$ cat src/hw/rtl/ljcf_pkg.sv
// Shared types, constants and codes for the Lennard-Jones cutoff force block.
// Depends on nothing; every other file but the checker uses it by scoped names.
`timescale 1ns / 1ps
package ljcf_pkg;

    // fixed-point format
    localparam int FRAC_BITS = 16;
    localparam logic [63:0] ONE = 64'd1 << FRAC_BITS;

    // saturation caps of the intermediate quantities
    localparam logic [63:0] ICAP = 64'h3FFF_FFFF_FFFF_FFFF;
    localparam logic [63:0] QCAP = 64'h0000_0100_0000_0000;

    // floor(q / 10) = (q * RECIP_TEN) >> TEN_SHIFT, exact for q below 2^66
    localparam logic [63:0] RECIP_TEN = 64'hCCCC_CCCC_CCCC_CCCD;
    localparam int          TEN_SHIFT = 67;

    // last pass count of the shared multiplier
    localparam logic [2:0] MUL_LAST_CNT = 3'd4;

    // divider step counts and numerator alignment (MSB of numerator at bit 127)
    localparam int U_STEPS   = 62 + FRAC_BITS;
    localparam int FD_STEPS  = 97 + FRAC_BITS;
    localparam int U_ALIGN   = 128 - U_STEPS;
    localparam int FD_ALIGN  = 128 - FD_STEPS;

    // configuration register indexes
    localparam int CFG_IDX_W = 3;
    localparam logic [CFG_IDX_W-1:0] REG_PARTICLE_X = 3'd0;
    localparam logic [CFG_IDX_W-1:0] REG_PARTICLE_Y = 3'd1;
    localparam logic [CFG_IDX_W-1:0] REG_PARTICLE_Z = 3'd2;
    localparam logic [CFG_IDX_W-1:0] REG_BOX_X      = 3'd3;
    localparam logic [CFG_IDX_W-1:0] REG_BOX_Y      = 3'd4;
    localparam logic [CFG_IDX_W-1:0] REG_CUTOFF     = 3'd5;

    // request to the shared multiplier
    typedef struct packed {
        logic        start;
        logic [63:0] a;
        logic [63:0] b;
    } mul_req_t;

    // request to the shared divider
    typedef struct packed {
        logic         start;
        logic [127:0] num;
        logic [63:0]  den;
        logic [63:0]  cap;
        logic [6:0]   steps;
    } div_req_t;

endpackage

$ cat src/hw/rtl/ljcf_mul.sv
// Shared 64x64 multiplier built from one 32x32 multiplier over four passes.
// Depends on ljcf_pkg (mul_req_t).
`timescale 1ns / 1ps
module ljcf_mul (
    input  logic               aclk,
    input  logic               aresetn,
    input  ljcf_pkg::mul_req_t req,
    output logic               done,
    output logic [127:0]       prod
);

    logic [63:0]  a_reg, b_reg;
    logic [127:0] acc_reg;
    logic [63:0]  pp_reg, pp_next;
    logic [1:0]   sh_reg, sh_next;
    logic [2:0]   cnt_reg;
    logic         busy_reg, done_reg;
    logic [31:0]  a_half, b_half;
    logic [127:0] pp_aligned;

    // pick the halves for this pass
    always_comb begin
        a_half  = cnt_reg[1] ? a_reg[63:32] : a_reg[31:0];
        b_half  = cnt_reg[0] ? b_reg[63:32] : b_reg[31:0];
        pp_next = 64'(a_half) * 64'(b_half);
        sh_next = {1'b0, cnt_reg[1]} + {1'b0, cnt_reg[0]};
    end

    // place the registered partial product
    always_comb begin
        unique case (sh_reg)
            2'd0:    pp_aligned = {64'd0, pp_reg};
            2'd1:    pp_aligned = {32'd0, pp_reg, 32'd0};
            2'd2:    pp_aligned = {pp_reg, 64'd0};
            default: pp_aligned = 128'd0;
        endcase
    end

    // control
    always_ff @(posedge aclk) begin
        if (!aresetn) begin
            busy_reg <= 1'b0;
            done_reg <= 1'b0;
            cnt_reg  <= 3'd0;
        end else begin
            done_reg <= 1'b0;
            if (req.start) begin
                busy_reg <= 1'b1;
                cnt_reg  <= 3'd0;
            end else if (busy_reg) begin
                cnt_reg <= cnt_reg + 3'd1;
                if (cnt_reg == ljcf_pkg::MUL_LAST_CNT) begin
                    busy_reg <= 1'b0;
                    done_reg <= 1'b1;
                end
            end
        end
    end

    // datapath
    always_ff @(posedge aclk) begin
        if (req.start) begin
            a_reg   <= req.a;
            b_reg   <= req.b;
            acc_reg <= 128'd0;
        end else if (busy_reg) begin
            if (cnt_reg != ljcf_pkg::MUL_LAST_CNT) begin
                pp_reg <= pp_next;
                sh_reg <= sh_next;
            end
            if (cnt_reg != 3'd0) begin
                acc_reg <= acc_reg + pp_aligned;
            end
        end
    end

    assign done = done_reg;
    assign prod = acc_reg;

endmodule

$ cat config.mk
export PLATFORM = sky130hd
export DESIGN_NAME = ljcf_mul
export DESIGN_NICKNAME = d
export VERILOG_FILES = /design/src/hw/rtl/ljcf_pkg.sv /design/src/hw/rtl/ljcf_mul.sv
export SDC_FILE = /design/constraint.sdc
export NUM_CORES = 2
export LEC_CHECK = 0
export ABC_AREA = 1
export BUFFER_PORTS_ARGS = -buffer_cell sky130_fd_sc_hd__buf_2
export CAP_MARGIN = 25
export CORE_MARGIN = 5
export CORE_UTILIZATION = 45
export DETAILED_ROUTE_END_ITERATION = 10
export GPL_ROUTABILITY_DRIVEN = 0
export GPL_TIMING_DRIVEN = 0
export PLACE_DENSITY = 0.63
export SLEW_MARGIN = 0
export SYNTH_ARGS = -nofsm -noshare
export SYNTH_HDL_FRONTEND = slang
export SYNTH_SLANG_ARGS = --single-unit
$ cat constraint.sdc
create_clock -name aclk -period 7.9 [get_ports aclk]
set_input_delay 1.58 -clock aclk [delete_from_list [all_inputs] [get_ports aclk]]
set_output_delay 1.58 -clock aclk [all_outputs]
set_load 0.005 [all_outputs]
# --- After elaboration in Yosys (flattened, before gate mapping) ---
# Index checks and enable logic that the tools add are counted.
totals:
  register_bits: 327
  inputBits: 131
  output_inout_bits: 129
  wordCells: 32
classes:
  addsub: 3
  multipliers: 1
  eq_ne: 4
  mux: 7
  bitwise_logic: 3
  n_reduce_logical: 6
op_table:
  columns: ["operator", "count"]
  rows:
  - ["$pmux 128 s3", 1]
  - ["$add 128x128->128", 1]
  - ["$mul 32x32->64", 1]
  - ["$mux 32", 2]
  - ["$mux 1", 4]
  - ["$add 3x1->3 const B", 1]
  - ["$eq 3x3->1 const B", 1]
  - ["$ne 3x3->1 const B", 1]
  - ["$not 1->1", 3]
  - ["$reduce_and 3->1", 1]
  - ["$reduce_bool 3->1", 1]
  - ["$reduce_or 3->1", 1]
  - ["$add 1x1->2", 1]
  - ["$eq 2x1->1 const B", 1]
  - ["$eq 2x2->1 const B", 1]
  - ["$logic_not 2->1", 1]
  - ["$reduce_and 2->1", 1]
  - ["$reduce_or 2->1", 1]

# --- Logic depth before layout (Yosys ltp) ---
logic_depth:
  depth_word: 4
  ltp_mapped: 37
  ltp_nobuf: 34

# --- Worst setup path after synthesis ---
# OpenSTA, ideal clock, no wires.
synth_timing:
  path_kind: "register -> register"
  start: "register cnt_reg[1]"
  end: "register pp_reg[57], data pin"
  arrival_ns: 6.954
  setup_slack_ns: 0.690
  stages_incl_launch_ff: 31
  path_buffers: 3
  synth_period_minus_slack_ns: 7.210
  path_cell_list: "dfxtp_1 > inv_2 > clkbuf_1 > or2_2 > o21ai_0 > buf_2 > buf_2 > nor2_1 > fa_1 > fa_1 > inv_1 > fa_1 > fa_1 > fa_1 > inv_1 > fa_1 > fa_1 > inv_1 > fa_1 > inv_1 > ha_1 > a21oi_1 > o21a_1 > a21boi_0 > nand2_1 > nand2_1 > nand3_1 > nand2_1 > inv_1 > o21bai_1 > nand2_1"
synth_via:
  elab_chain_cells: 2
synth_rtl:
  columns: ["item", "line", "text"]
  rows:
  - ["start: declaration", "ljcf_mul.sv:16", "logic [2:0] cnt_reg;"]
  - ["start signal: assignment", "ljcf_mul.sv:51", "cnt_reg <= cnt_reg + 3'd1;"]
  - ["$mux 32", "ljcf_mul.sv:23", "a_half = cnt_reg[1] ? a_reg[63:32] : a_reg[31:0];"]
  - ["$mul 32x32->64", "ljcf_mul.sv:25", "pp_next = 64'(a_half) * 64'(b_half);"]
  - ["via pp_next[57]", "ljcf_mul.sv:14", "logic [63:0] pp_reg, pp_next;"]
  - ["end signal: assignment", "ljcf_mul.sv:68", "pp_reg <= pp_next;"]
  - ["end: declaration", "ljcf_mul.sv:14", null]
# The timed path passes the listed nets, and every way through them passes these cells.
# A chain may end at the register's enable or synchronous reset.

# --- Final worst setup path ---
layout_timing:
  start: "register cnt_reg[0]"
  end: "register pp_reg[43], data pin"
layout_via:
  elab_chain_cells: 2
layout_rtl:
  columns: ["item", "line", "text"]
  rows:
  - ["$mux 32", "ljcf_mul.sv:24", "b_half = cnt_reg[0] ? b_reg[63:32] : b_reg[31:0];"]
  - ["$mul 32x32->64", "ljcf_mul.sv:25", null]
  - ["via pp_next[43]", "ljcf_mul.sv:14", null]
# The timed path passes the listed nets, and every way through them passes these cells.

==> flow_metrics.env <==
export IMPL_cts_tree="built"
export IMPL_synth_seq_area_share=0.143
export IMPL_drc=0
export IMPL_slowest_delay_ns=0.62
export IMPL_dr_total_vias=57769
export IMPL_firstDrtPassIters=7
export IMPL_synthDistinctLibCells=48
export IMPL_crit_required_ns=8.32
export IMPL_synth_edf_count=194
export IMPL_synth_cells=8366
export IMPL_clk_latency_ns=0.68
export IMPL_routed_wl_um=253000
export IMPL_design_area_sq_um=69300
export IMPL_hold_class="reg2reg"
export IMPL_crit_path_frequent_cell="fa_1"
export IMPL_coreArea_sq_um=131000
export IMPL_grt_max_degree=99
export IMPL_largest_register_ffs=128
export IMPL_overflow=0
export IMPL_layout_drive_gt1_share=0.146
export IMPL_path_max_fanout=10
export IMPL_fmax_ghz=0.126
export IMPL_seq_area_sq_um=8500
export IMPL_syn_avg_cell_area_sq_um=7.12
export IMPL_fillers=12832
export IMPL_cts_htree_levels=2
export IMPL_die_area_sq_um=140000
export IMPL_synthesis_nets=9786
export IMPL_final_common_cell="nand2_1"
export IMPL_outcome="finished, violations left"
export IMPL_clockBufferDepth=3
export IMPL_die_h_um=374
export IMPL_cts_sinks=327
export IMPL_ant_nets=0
export IMPL_fin_ws_ns=-0.00930
export IMPL_clock_root_buffer="clkbuf_16"
export IMPL_grt_pass1_vias=56760
export IMPL_finalCritPeriodShare=1.00
export IMPL_cts_hold_buffers=0
export IMPL_vias_per_cell=5.40
export IMPL_portBuffers=259
export IMPL_worstSetupPathType="reg2reg"
export IMPL_rsz0062_at_grt="true"
export IMPL_period_needed_ns=7.91
export IMPL_tightest_slew_ns=1.11
export IMPL_cp_end_kind="flop"
export IMPL_setup_violations_final=1
export IMPL_place_ws_ns=-1.52
export IMPL_ys_ff_latch=327
export IMPL_dpl_cell_area_sq_um=63300
export IMPL_drv_slew=0
export IMPL_dpl_cell_count=10400
export IMPL_die_width_um=374
export IMPL_rows=133
export IMPL_maxCapViolCount=0
export IMPL_setup_tns_final_ns=-0.00930
export IMPL_synthFlopType="edfxtp_1"
export IMPL_synthToLayoutAreaGrowth_pct=16.3
export IMPL_final_cells=10699
export IMPL_clock_skew_ns=0.0620
export IMPL_synth_area_sq_um=59600
export IMPL_cts_buffers=41
export IMPL_clkSlewWorstSetupHoldPaths_ns=0.06
export IMPL_grt_antenna_before_repair=13
export IMPL_violations="setup timing"
export IMPL_grt_pass1_wl_um=362000
export IMPL_grt_use_total=0.353
export IMPL_wl_per_cell_um=23.6
export IMPL_worst_ep_arrival_time_ns=8.33
export IMPL_yosysWarnings=0
export IMPL_finalHoldViolCount=0
export IMPL_final_cell_mix="nand2_1 (2088), inv_1 (1966), nor2_1 (1200)"
export IMPL_dp_hpwl_um=205000
export IMPL_slew_headroom=0.257
export IMPL_drtIter0Drc=6777
export IMPL_async_reset_ff_frac=0
export IMPL_cp_slowest_cell="fa_2"
export IMPL_io_pins=260
export IMPL_startpoint_type="flop"
export IMPL_initial_utilization=0.453
export IMPL_multi_input_area_sq_um=43600
export IMPL_fin_nets=10320
-- synth_stat cells (30+ instances only) --
cell,instances,share of area
a21oi_1,174,0.015
a31oi_1,31,0.0033
buf_2,114,0.0096
clkbuf_1,103,0.0065
dfxtp_1,133,0.045
edfxtp_1,194,0.098
fa_1,897,0.30
ha_1,392,0.082
inv_1,2018,0.13
inv_2,63,0.0040
nand2_1,2113,0.13
nand2_2,56,0.0059
nand3_1,170,0.014
nor2_1,1231,0.078
nor2_2,48,0.0050
nor3_1,30,0.0025
o21ai_0,149,0.013
o22ai_1,64,0.0067
or2_2,62,0.0065
xor2_1,99,0.015
-- worst paths after layout --
| check | end | depth (start not counted) | slack (ns) | startpoint |
|---|---|---|---|---|
| max | pp_reg[43]$_DFFE_PP_ | 26 | -0.009 | cnt_reg[0]$_SDFFE_PP0P_ |
| min | done$_SDFF_PP0_ | 2 | 0.51 | cnt_reg[2]$_SDFFE_PP0P_ |
| max reg2reg | pp_reg[43]$_DFFE_PP_ | 26 | -0.009 | cnt_reg[0]$_SDFFE_PP0P_ |
| min reg2reg | done$_SDFF_PP0_ | 2 | 0.51 | cnt_reg[2]$_SDFFE_PP0P_ |
-- final cells by class --
type                            instances  share of cell area
Antenna cell                           11            0.000397
Clock inverter                         29             0.00580
Multi-Input combinational cell       5722               0.629
Inverter                             2091               0.115
Clock buffer                           47              0.0151
Tap cell                             1755              0.0317
Timing Repair Buffer                  497              0.0516
Buffer                                220              0.0289
Sequential cell                       327               0.123
-- per-stage QoR --
stage / util / hold slack, ns
floorplan: - / 0.456
global placement: 0.480 / 0.488
detailed placement: 0.482 / 0.493
CTS: 0.509 / 0.505
global route: 0.527 / 0.551
finish: 0.527 / 0.505
-- what timing repair did --
item,CTS,global route
setup endpoints to repair,52,40
setup buffers,86,133
resized for setup,445,457
gates cloned,0,1
pin swaps,26,148
-- cells by family (layout without fill, tap and decap cells) --
group | after synthesis | in the layout | share of synthesized area
compound gates | 514 | 514 | 0.0492
xor+xnor | 121 | 121 | 0.0178
fa+ha+maj | 1289 | 1289 | 0.384
buf+inv | 2317 | 2884 | 0.149
flops | 327 | 327 | 0.143
other cells | 0 | 11 | 0
simple gates | 3798 | 3798 | 0.258
-- routing by layer --
layer | vias up | global-route usage | part of all wire
met5 | - | 0 | 0.00091
li1 | 25626 | - | -
met1 | 26925 | 0.404 | 0.34
met2 | 3947 | 0.547 | 0.43
met3 | 1257 | 0.108 | 0.12
met4 | 14 | 0.282 | 0.11
-- critical path: cells and delay by family (launching register included) --
family,cells,cell delay [ns]
DFF,1,0.41
buffers and inverters,8,1.18
and+or+nand+nor,4,0.47
adders and majority gates,9,4.41
xor gates and xnor gates,1,0.14
AOI/OAI and AO/OA,4,1.04
Power is left out: the tool's default activity adds up to more than one toggle a clock period on the data nets, which glitch-free logic cannot reach.
