**src/hw/rtl/ljcf_pkg.sv**
```systemverilog
// Shared types, constants and codes for the Lennard-Jones cutoff force block.
// Depends on nothing; every other file but the checker uses it by scoped names.
`timescale 1ns / 1ps
package ljcf_pkg;

    // fixed-point format
    localparam int FRAC_BITS = 16;
    localparam logic [63:0] ONE = 64'd1 << FRAC_BITS;

    // saturation caps of the intermediate quantities
    localparam logic [63:0] ICAP = 64'h3FFF_FFFF_FFFF_FFFF;
    localparam logic [63:0] QCAP = 64'h0000_0100_0000_0000;

    // floor(q / 10) = (q * RECIP_TEN) >> TEN_SHIFT, exact for q below 2^66
    localparam logic [63:0] RECIP_TEN = 64'hCCCC_CCCC_CCCC_CCCD;
    localparam int          TEN_SHIFT = 67;

    // last pass count of the shared multiplier
    localparam logic [2:0] MUL_LAST_CNT = 3'd4;

    // divider step counts and numerator alignment (MSB of numerator at bit 127)
    localparam int U_STEPS   = 62 + FRAC_BITS;
    localparam int FD_STEPS  = 97 + FRAC_BITS;
    localparam int U_ALIGN   = 128 - U_STEPS;
    localparam int FD_ALIGN  = 128 - FD_STEPS;

    // configuration register indexes
    localparam int CFG_IDX_W = 3;
    localparam logic [CFG_IDX_W-1:0] REG_PARTICLE_X = 3'd0;
    localparam logic [CFG_IDX_W-1:0] REG_PARTICLE_Y = 3'd1;
    localparam logic [CFG_IDX_W-1:0] REG_PARTICLE_Z = 3'd2;
    localparam logic [CFG_IDX_W-1:0] REG_BOX_X      = 3'd3;
    localparam logic [CFG_IDX_W-1:0] REG_BOX_Y      = 3'd4;
    localparam logic [CFG_IDX_W-1:0] REG_CUTOFF     = 3'd5;

    // request to the shared multiplier
    typedef struct packed {
        logic        start;
        logic [63:0] a;
        logic [63:0] b;
    } mul_req_t;

    // request to the shared divider
    typedef struct packed {
        logic         start;
        logic [127:0] num;
        logic [63:0]  den;
        logic [63:0]  cap;
        logic [6:0]   steps;
    } div_req_t;

endpackage

```
**src/hw/rtl/ljcf_div.sv**
```systemverilog
// Shared bit-serial restoring divider, one quotient bit a cycle, with a cap.
// Depends on ljcf_pkg (div_req_t).
`timescale 1ns / 1ps
module ljcf_div (
    input  logic               aclk,
    input  logic               aresetn,
    input  ljcf_pkg::div_req_t req,
    output logic               done,
    output logic [63:0]        quo
);

    logic [127:0] num_reg;
    logic [63:0]  den_reg, cap_reg, r_reg, q_reg;
    logic         over_reg, busy_reg, done_reg;
    logic [6:0]   cnt_reg;
    logic [63:0]  r_shift, r_next, q_next;
    logic         take, over_next;

    // one restoring step
    always_comb begin
        r_shift   = {r_reg[62:0], num_reg[127]};
        take      = (r_shift >= den_reg);
        r_next    = take ? (r_shift - den_reg) : r_shift;
        q_next    = {q_reg[62:0], take};
        over_next = over_reg | q_reg[63] | (q_next > cap_reg);
    end

    // control
    always_ff @(posedge aclk) begin
        if (!aresetn) begin
            busy_reg <= 1'b0;
            done_reg <= 1'b0;
            cnt_reg  <= 7'd0;
        end else begin
            done_reg <= 1'b0;
            if (req.start) begin
                busy_reg <= 1'b1;
                cnt_reg  <= req.steps;
            end else if (busy_reg) begin
                cnt_reg <= cnt_reg - 7'd1;
                if (cnt_reg == 7'd1) begin
                    busy_reg <= 1'b0;
                    done_reg <= 1'b1;
                end
            end
        end
    end

    // datapath
    always_ff @(posedge aclk) begin
        if (req.start) begin
            num_reg  <= req.num;
            den_reg  <= req.den;
            cap_reg  <= req.cap;
            r_reg    <= 64'd0;
            q_reg    <= 64'd0;
            over_reg <= 1'b0;
        end else if (busy_reg) begin
            num_reg  <= {num_reg[126:0], 1'b0};
            r_reg    <= r_next;
            q_reg    <= q_next;
            over_reg <= over_next;
        end
    end

    assign done = done_reg;
    assign quo  = over_reg ? cap_reg : q_reg;

endmodule

```
**config.mk**
```make
export PLATFORM = sky130hd
export DESIGN_NAME = ljcf_div
export DESIGN_NICKNAME = d
export VERILOG_FILES = /design/src/hw/rtl/ljcf_pkg.sv /design/src/hw/rtl/ljcf_div.sv
export SDC_FILE = /design/constraint.sdc
export NUM_CORES = 1
export LEC_CHECK = 0
export CAP_MARGIN = 20
export CORE_UTILIZATION = 69
export DETAILED_ROUTE_END_ITERATION = 6
export DONT_BUFFER_PORTS = 1
export MAX_ROUTING_LAYER = met4
export PLACE_DENSITY_LB_ADDON = 0.2
export SYNTH_ARGS = -nofsm -noshare
export SYNTH_HDL_FRONTEND = slang
export SYNTH_SLANG_ARGS = --single-unit
```
**constraint.sdc**
```tcl
create_clock -name aclk -period 8.2 [get_ports aclk]
set_input_delay 0.82 -clock aclk [delete_from_list [all_inputs] [get_ports aclk]]
set_output_delay 0.82 -clock aclk [all_outputs]
set_load 0.02 [all_outputs]
```
Word-level counts from Yosys, hierarchy flattened

Index checks and enable logic that the tools add are counted.

Memory bits (writable): 0
Bits of input ports: 266
Memory bits (read-only): 0
Latch bits: 0
Register bits after elaboration: 393
Memories: 0

Shift-type cells: 0
Div/mod/pow operators: 0
Multiply operators: 0
$add $sub $neg: 2
Reduce and logical (&&, ||, !) cells: 2
Equality and inequality tests: 1
Bitwise gates (word level): 4
Muxes and demuxes: 10
Order comparisons: 2

Operator list:

| operator                                                              | number |
|---|---|
| 128-bit 2-to-1 mux                                                    | 2 |
| 64-bit greater-or-equal comparator                                    | 1 |
| 64-bit > comparator                                                   | 1 |
| 64-bit 2-to-1 mux                                                     | 1 |
| 63-bit 2-to-1 mux                                                     | 1 |
| 63-bit subtractor                                                     | 1 |
| 7-bit 2-to-1 mux                                                      | 2 |
| 7-bit by 1-bit equality test with 1-bit output, second input constant | 1 |
| 7-bit by 1-bit subtractor with 7-bit output, second input constant    | 1 |
| 1-bit 2-to-1 mux                                                      | 4 |
| 3-bit OR reduction                                                    | 1 |
| 1-bit inverter                                                        | 2 |
| 1-bit bitwise OR                                                      | 2 |
| 2-bit nonzero test                                                    | 1 |

Logic depth before layout (Yosys ltp)

Word-level depth: 4
Depth in mapped cells: 23

Worst setup path after synthesis

OpenSTA, ideal clock, no wires.

Kind: input to register
From: input req[263] (netlist name)
To: register num_reg[0] (enable)
Stages: 4
Path buffers: 2
Slack: 3762 ps
Setup time: 481 ps
Arrival: 3958 ps
Cell sequence: clkbuf_1 -> clkbuf_1 -> nor2_1 -> inv_1

Longest elaborated chain between the ends: 1

RTL lines:

| item                         | line           | text |
|---|---|---|
| start: declaration           | ljcf_div.sv:7  | `input ljcf_pkg::div_req_t req,` |
| 2-bit nonzero test (no line) | -              |  |
| end signal: assignment       | ljcf_div.sv:52 | `num_reg <= req.num;` |
| end signal: assignment       | ljcf_div.sv:59 | `num_reg <= {num_reg[126:0], 1'b0};` |
| end: declaration             | ljcf_div.sv:12 | `logic [127:0] num_reg;` |

No other way between the ends.
A chain may end at the register's enable or synchronous reset.

Worst setup path after layout

From: register num_reg[127]
To: register over_reg

Longest elaborated chain between the ends: 3

RTL lines:

| item                               | line           | text |
|---|---|---|
| 64-bit greater-or-equal comparator | ljcf_div.sv:22 | `take = (r_shift >= den_reg);` |
| 64-bit > comparator                | ljcf_div.sv:25 | `over_next = over_reg \| q_reg[63] \| (q_next > cap_reg);` |
| 1-bit bitwise OR                   | ljcf_div.sv:25 |  |
| end signal: assignment             | ljcf_div.sv:62 | `over_reg <= over_next;` |
| end: declaration                   | ljcf_div.sv:14 | `logic over_reg, busy_reg, done_reg;` |

No other way between the ends.

==> flow_summary.html <==
<table>
<tr><th>Metric</th><th>Value</th></tr>
<tr><th colspan="2">Run status</th></tr>
<tr><td>Status</td><td>finished with violations</td></tr>
<tr><td>Violations in the final reports</td><td>max-slew violations</td></tr>
<tr><th colspan="2">Logic synthesis</th></tr>
<tr><td>Most instantiated flip-flop cell in the synthesis netlist</td><td>sky130_fd_sc_hd__edfxtp_1</td></tr>
<tr><td>Syn nets</td><td>2396</td></tr>
<tr><td>Proportion of synthesized chip area in sequential cells</td><td>0.4849</td></tr>
<tr><td>Mapped Area</td><td>21510 sq um</td></tr>
<tr><td>Share of flip-flops with an asynchronous set or reset after synthesis</td><td>0</td></tr>
<tr><td>Per-instance average area after synthesis</td><td>about 11 sq um</td></tr>
<tr><td>Number of synthesized flops with an enable pin</td><td>256</td></tr>
<tr><td>Biggest area consumer among synthesized cells</td><td>sky130_fd_sc_hd__edfxtp_1</td></tr>
<tr><td>Number of instances in the synthesized netlist</td><td>1999</td></tr>
<tr><td>Count of state elements after synthesis</td><td>393</td></tr>
<tr><td>Number of unique standard cell types used by synthesis</td><td>between 80 and 90</td></tr>
<tr><td>Area share of the leading cell type in the synthesized netlist</td><td>0.3574</td></tr>
<tr><td>Yosys warning total</td><td>0</td></tr>
<tr><td>Synth top area cells</td><td>sky130_fd_sc_hd__edfxtp_1 (36%), sky130_fd_sc_hd__dfxtp_1 (13%), sky130_fd_sc_hd__mux2_2 (10%)</td></tr>
<tr><th colspan="2">Global routing</th></tr>
<tr><td>Overflow left after global routing</td><td>0</td></tr>
<tr><td>Routing usage on met1</td><td>0.3814</td></tr>
<tr><td>Antenna violations before repair</td><td>14</td></tr>
<tr><td>First-pass GRT wire length</td><td>75160 um</td></tr>
<tr><td>GRT Total Usage</td><td>0.3089</td></tr>
<tr><td>Global-route layer with the greatest usage</td><td>met2</td></tr>
<tr><td>Vias in the first global route</td><td>14390</td></tr>
<tr><td>Met3 capacity usage during global routing</td><td>0.07523</td></tr>
<tr><td>M2 GR Usage</td><td>0.5036</td></tr>
<tr><td>Largest net degree at the start of global routing</td><td>399</td></tr>
<tr><th colspan="2">Worst setup path</th></tr>
<tr><td>Slowest cell on crit path</td><td>sky130_fd_sc_hd__or3_2</td></tr>
<tr><td>Startpoint kind of the worst setup timing path</td><td>flip-flop</td></tr>
<tr><td>Endpoint class of the critical path</td><td>flip-flop</td></tr>
<tr><td>Critical path class</td><td>reg2reg</td></tr>
<tr><td>Peak per-stage delay on the critical path</td><td>between 0.5 and 0.6 ns</td></tr>
<tr><td>Library cell appearing most often on the critical path</td><td>sky130_fd_sc_hd__o21ai_0</td></tr>
<tr><td>Critical-path cell list</td><td>inv_1, ha_1, fa_1, and2b_1, o31a_2, o211ai_1, and4b_1, nor4_1, or3_2, inv_6, ha_1, nor2b_1, o21a_1, o21a_1, o21ai_0, a21boi_0, o21ai_0, a21oi_1, o21ai_0, a211oi_1</td></tr>
<tr><td>CP arrival</td><td>just under 5 ns</td></tr>
<tr><td>Req. time, crit path</td><td>8.60 ns</td></tr>
<tr><td>CP top delay family</td><td>compound AO/OA/AOI/OAI gates</td></tr>
<tr><td>Worst-path maximum fanout</td><td>between 70 and 80</td></tr>
<tr><td>Crit path buffers/inverters</td><td>2</td></tr>
<tr><th colspan="2">Final layout</th></tr>
<tr><td>Net count of the finished layout</td><td>~2300</td></tr>
<tr><td>Most frequent cells in the layout</td><td>sky130_fd_sc_hd__edfxtp_1 (256), sky130_fd_sc_hd__mux2_2 (195), sky130_fd_sc_hd__nor2_1 (180), sky130_fd_sc_hd__inv_1 (155), sky130_fd_sc_hd__nand2_1 (150)</td></tr>
<tr><td>Number of fill cells in the layout</td><td>2061</td></tr>
<tr><td>Flip-flop count of the largest register after layout</td><td>128</td></tr>
<tr><td>Fraction of final layout cells with drive strength greater than 1</td><td>0.1463</td></tr>
<tr><td>Commonest non-fill, non-tap cell in the layout</td><td>sky130_fd_sc_hd__edfxtp_1</td></tr>
<tr><td>Growth of design area from synthesis to finish</td><td>6.253%</td></tr>
<tr><th colspan="2">Power and ir drop</th></tr>
<tr><td>Peak ir drop on the vdd network</td><td>0.2435 mV</td></tr>
<tr><td>Lkg Pwr</td><td>9.250 nW</td></tr>
<tr><td>Pwr Density</td><td>~220 nW/um^2</td></tr>
<tr><th colspan="2">Timing</th></tr>
<tr><td>Final Hold Fails</td><td>0</td></tr>
<tr><td>Post-route clock skew</td><td>0.01630 ns</td></tr>
<tr><td>Achievable Freq</td><td>223.1 MHz</td></tr>
<tr><td>Post-route minimum period</td><td>4.483 ns</td></tr>
<tr><td>Setup-violating endpoint count in the final report</td><td>0</td></tr>
<tr><td>Worst slack on hold paths</td><td>0.3571 ns</td></tr>
<tr><td>Max-slew violation count</td><td>234</td></tr>
<tr><td>Fraction of the cycle the final worst path needs</td><td>0.5467</td></tr>
<tr><td>Tightest slew margin relative to the limit</td><td>-0.3406</td></tr>
<tr><td>Setup repair after global routing missed its margin</td><td>false</td></tr>
<tr><td>Final sum of negative setup slack</td><td>0 ns</td></tr>
<tr><td>Worst Max-Slew Pin Slew</td><td>2.011 ns</td></tr>
<tr><th colspan="2">Clocking</th></tr>
<tr><td>Number of H-tree levels</td><td>2</td></tr>
<tr><td>Cell at the root of the clock tree</td><td>sky130_fd_sc_hd__clkbuf_16</td></tr>
<tr><td>Clock-pin slew of the registers on the worst-case setup and hold paths</td><td>0.07 ns</td></tr>
<tr><td>Clock tree from TritonCTS</td><td>yes</td></tr>
<tr><td>Hold_buf cts</td><td>0</td></tr>
<tr><td>Resized cells post-CTS</td><td>0</td></tr>
<tr><td>Number of clock sinks seen by CTS</td><td>about 390</td></tr>
<tr><td>CTS Buffer Depth</td><td>3</td></tr>
<tr><td>Clock insertion delay at the later pin of the skew report</td><td>about 0.55 ns</td></tr>
<tr><td>Cts bufs inserted</td><td>41</td></tr>
<tr><td>Setup bufs post-CTS</td><td>0</td></tr>
<tr><th colspan="2">Route</th></tr>
<tr><td>Drt pass-1 iters</td><td>5</td></tr>
<tr><td>Via count</td><td>14960</td></tr>
<tr><td>Remaining routing DRC violations</td><td>0</td></tr>
<tr><td>Iter 0 DRT Violations</td><td>1327</td></tr>
<tr><td>Antenna violation net count after detailed routing</td><td>0</td></tr>
<tr><td>Routed wire length per instance</td><td>20.52 um</td></tr>
<tr><td>Aggregate routed wire length</td><td>48990 um</td></tr>
<tr><td>Via count normalized by instance count</td><td>6.263</td></tr>
<tr><th colspan="2">Placement</th></tr>
<tr><td>IO buf count</td><td>0</td></tr>
<tr><td>Final estimated routing congestion in global placement</td><td>0.9550</td></tr>
<tr><td>Hpwl dp</td><td>about 34000 um</td></tr>
<tr><th colspan="2">Floorplan</th></tr>
<tr><td>Die span in y</td><td>178.6 um</td></tr>
<tr><td>Number of standard-cell rows in the floorplan</td><td>64</td></tr>
<tr><td>Top-Level Pins</td><td>331</td></tr>
<tr><td>Starting density of the core</td><td>0.7013</td></tr>
<tr><td>Area of the core region</td><td>30670 sq um</td></tr>
<tr><td>Die outline width</td><td>approximately 180 um</td></tr>
<tr><td>Overall die area</td><td>31880 sq um</td></tr>
<tr><th colspan="2">Worst hold path</th></tr>
<tr><td>Class of the tightest hold or removal check</td><td>in2reg</td></tr>
<tr><th colspan="2">Run</th></tr>
<tr><td>Max_cap viols</td><td>0</td></tr>
</table>
-- synthesized netlist by cell type, types with 4 or more instances --
master	number
sky130_fd_sc_hd__clkbuf_1	66
sky130_fd_sc_hd__nor2_1	180
sky130_fd_sc_hd__a21boi_0	4
sky130_fd_sc_hd__edfxtp_1	256
sky130_fd_sc_hd__ha_1	130
sky130_fd_sc_hd__buf_6	15
sky130_fd_sc_hd__xnor2_1	27
sky130_fd_sc_hd__and3_1	7
sky130_fd_sc_hd__a21oi_1	120
sky130_fd_sc_hd__inv_1	156
sky130_fd_sc_hd__a211oi_1	12
sky130_fd_sc_hd__or2_2	4
sky130_fd_sc_hd__o211ai_1	10
sky130_fd_sc_hd__buf_2	9
sky130_fd_sc_hd__o21ai_0	74
sky130_fd_sc_hd__a31oi_1	6
sky130_fd_sc_hd__a21o_1	38
sky130_fd_sc_hd__and2_1	11
sky130_fd_sc_hd__buf_1	5
sky130_fd_sc_hd__nor4b_1	5
sky130_fd_sc_hd__nor2b_1	9
sky130_fd_sc_hd__a221oi_1	6
sky130_fd_sc_hd__and4_1	5
sky130_fd_sc_hd__nand4_1	42
sky130_fd_sc_hd__mux2_2	195
sky130_fd_sc_hd__o22ai_1	4
sky130_fd_sc_hd__or3_1	13
sky130_fd_sc_hd__o31ai_1	4
sky130_fd_sc_hd__nand2_1	150
sky130_fd_sc_hd__mux2i_1	65
sky130_fd_sc_hd__o31a_1	5
sky130_fd_sc_hd__a311oi_1	36
sky130_fd_sc_hd__buf_4	4
sky130_fd_sc_hd__o21a_1	16
sky130_fd_sc_hd__a41oi_1	5
sky130_fd_sc_hd__dfxtp_1	137
sky130_fd_sc_hd__nor3_1	19
sky130_fd_sc_hd__o21bai_1	29
sky130_fd_sc_hd__xor2_1	18
sky130_fd_sc_hd__nand3_1	25
sky130_fd_sc_hd__clkbuf_8	4
sky130_fd_sc_hd__nor4_1	9
-- routing by layer --
| metal | vias up | routed length (um) | part of all wire |
|---|---|---|---|
| li1 | 7193 | - | - |
| met1 | 7152 | 20390 | 0.42 |
| met2 | 515 | 24090 | 0.49 |
| met3 | 97 | 3470 | 0.071 |
| met4 | 0 | 1041 | 0.021 |
| met5 | - | 0 | 0 |
-- cell type report --
cell class                      count  area, sq um  share of cell area
Multi-Input combinational cell   1344         9912              0.4337
Timing Repair Buffer                5        37.54            0.001642
Clock buffer                       60         1169             0.05113
Inverter                          158        600.6             0.02628
Antenna cell                       16        40.04            0.001752
Tap cell                          396        495.5             0.02168
Clock inverter                     16        165.2            0.007227
Sequential cell                   393        10440              0.4566
-- through the flow --
| step | utilization | power (W) | area [sq um] | setup WS [ns] | instances |
|---|---|---|---|---|---|
| final | 0.7452 | 0.004914 | 22850 | 3.717 | 2388 |
| after global routing | 0.7450 | 0.005098 | 22850 | 3.442 | 2386 |
| after CTS | 0.7439 | 0.004921 | 22810 | 3.758 | 2372 |
| after detailed placement | 0.7004 | 0.003089 | 21480 | 3.774 | 2296 |
| after global placement | 0.7004 | 0.003065 | 21480 | 3.857 | 2296 |
| after floorplan | - | 0.002979 | 21510 | 3.762 | 1999 |
-- logic make-up after synthesis --
| logic type | share of synthesized area |
|---|---|
| compound gates | 0.1258 |
| flops | 0.4849 |
| mux | 0.1334 |
| xor+xnor | 0.01832 |
| simple gates | 0.1067 |
| buf+inv | 0.05433 |
| fa+ha+maj | 0.07655 |
-- power breakdown --
group	internal (W)	leakage [nW]	switching [W]
logic	0.000294	4.95	0.000417
registers	0.00229	3.66	0.0000729
clock network	0.00106	0.645	0.000782
total	0.00364	9.25	0.00127
-- path summary, 6_finish.rpt --
kind / startpoint / end / slack, ns / depth (start not counted)
worst min-delay path: req[58] / cap_reg[51] / 0.36 / 0
worst max register to register: num_reg[127] / over_reg / 3.72 / 20
worst min register to register: r_reg[24] / r_reg[25] / 0.50 / 2
worst max-delay path: num_reg[127] / over_reg / 3.72 / 20
Power figures use the tool's default switching activity.
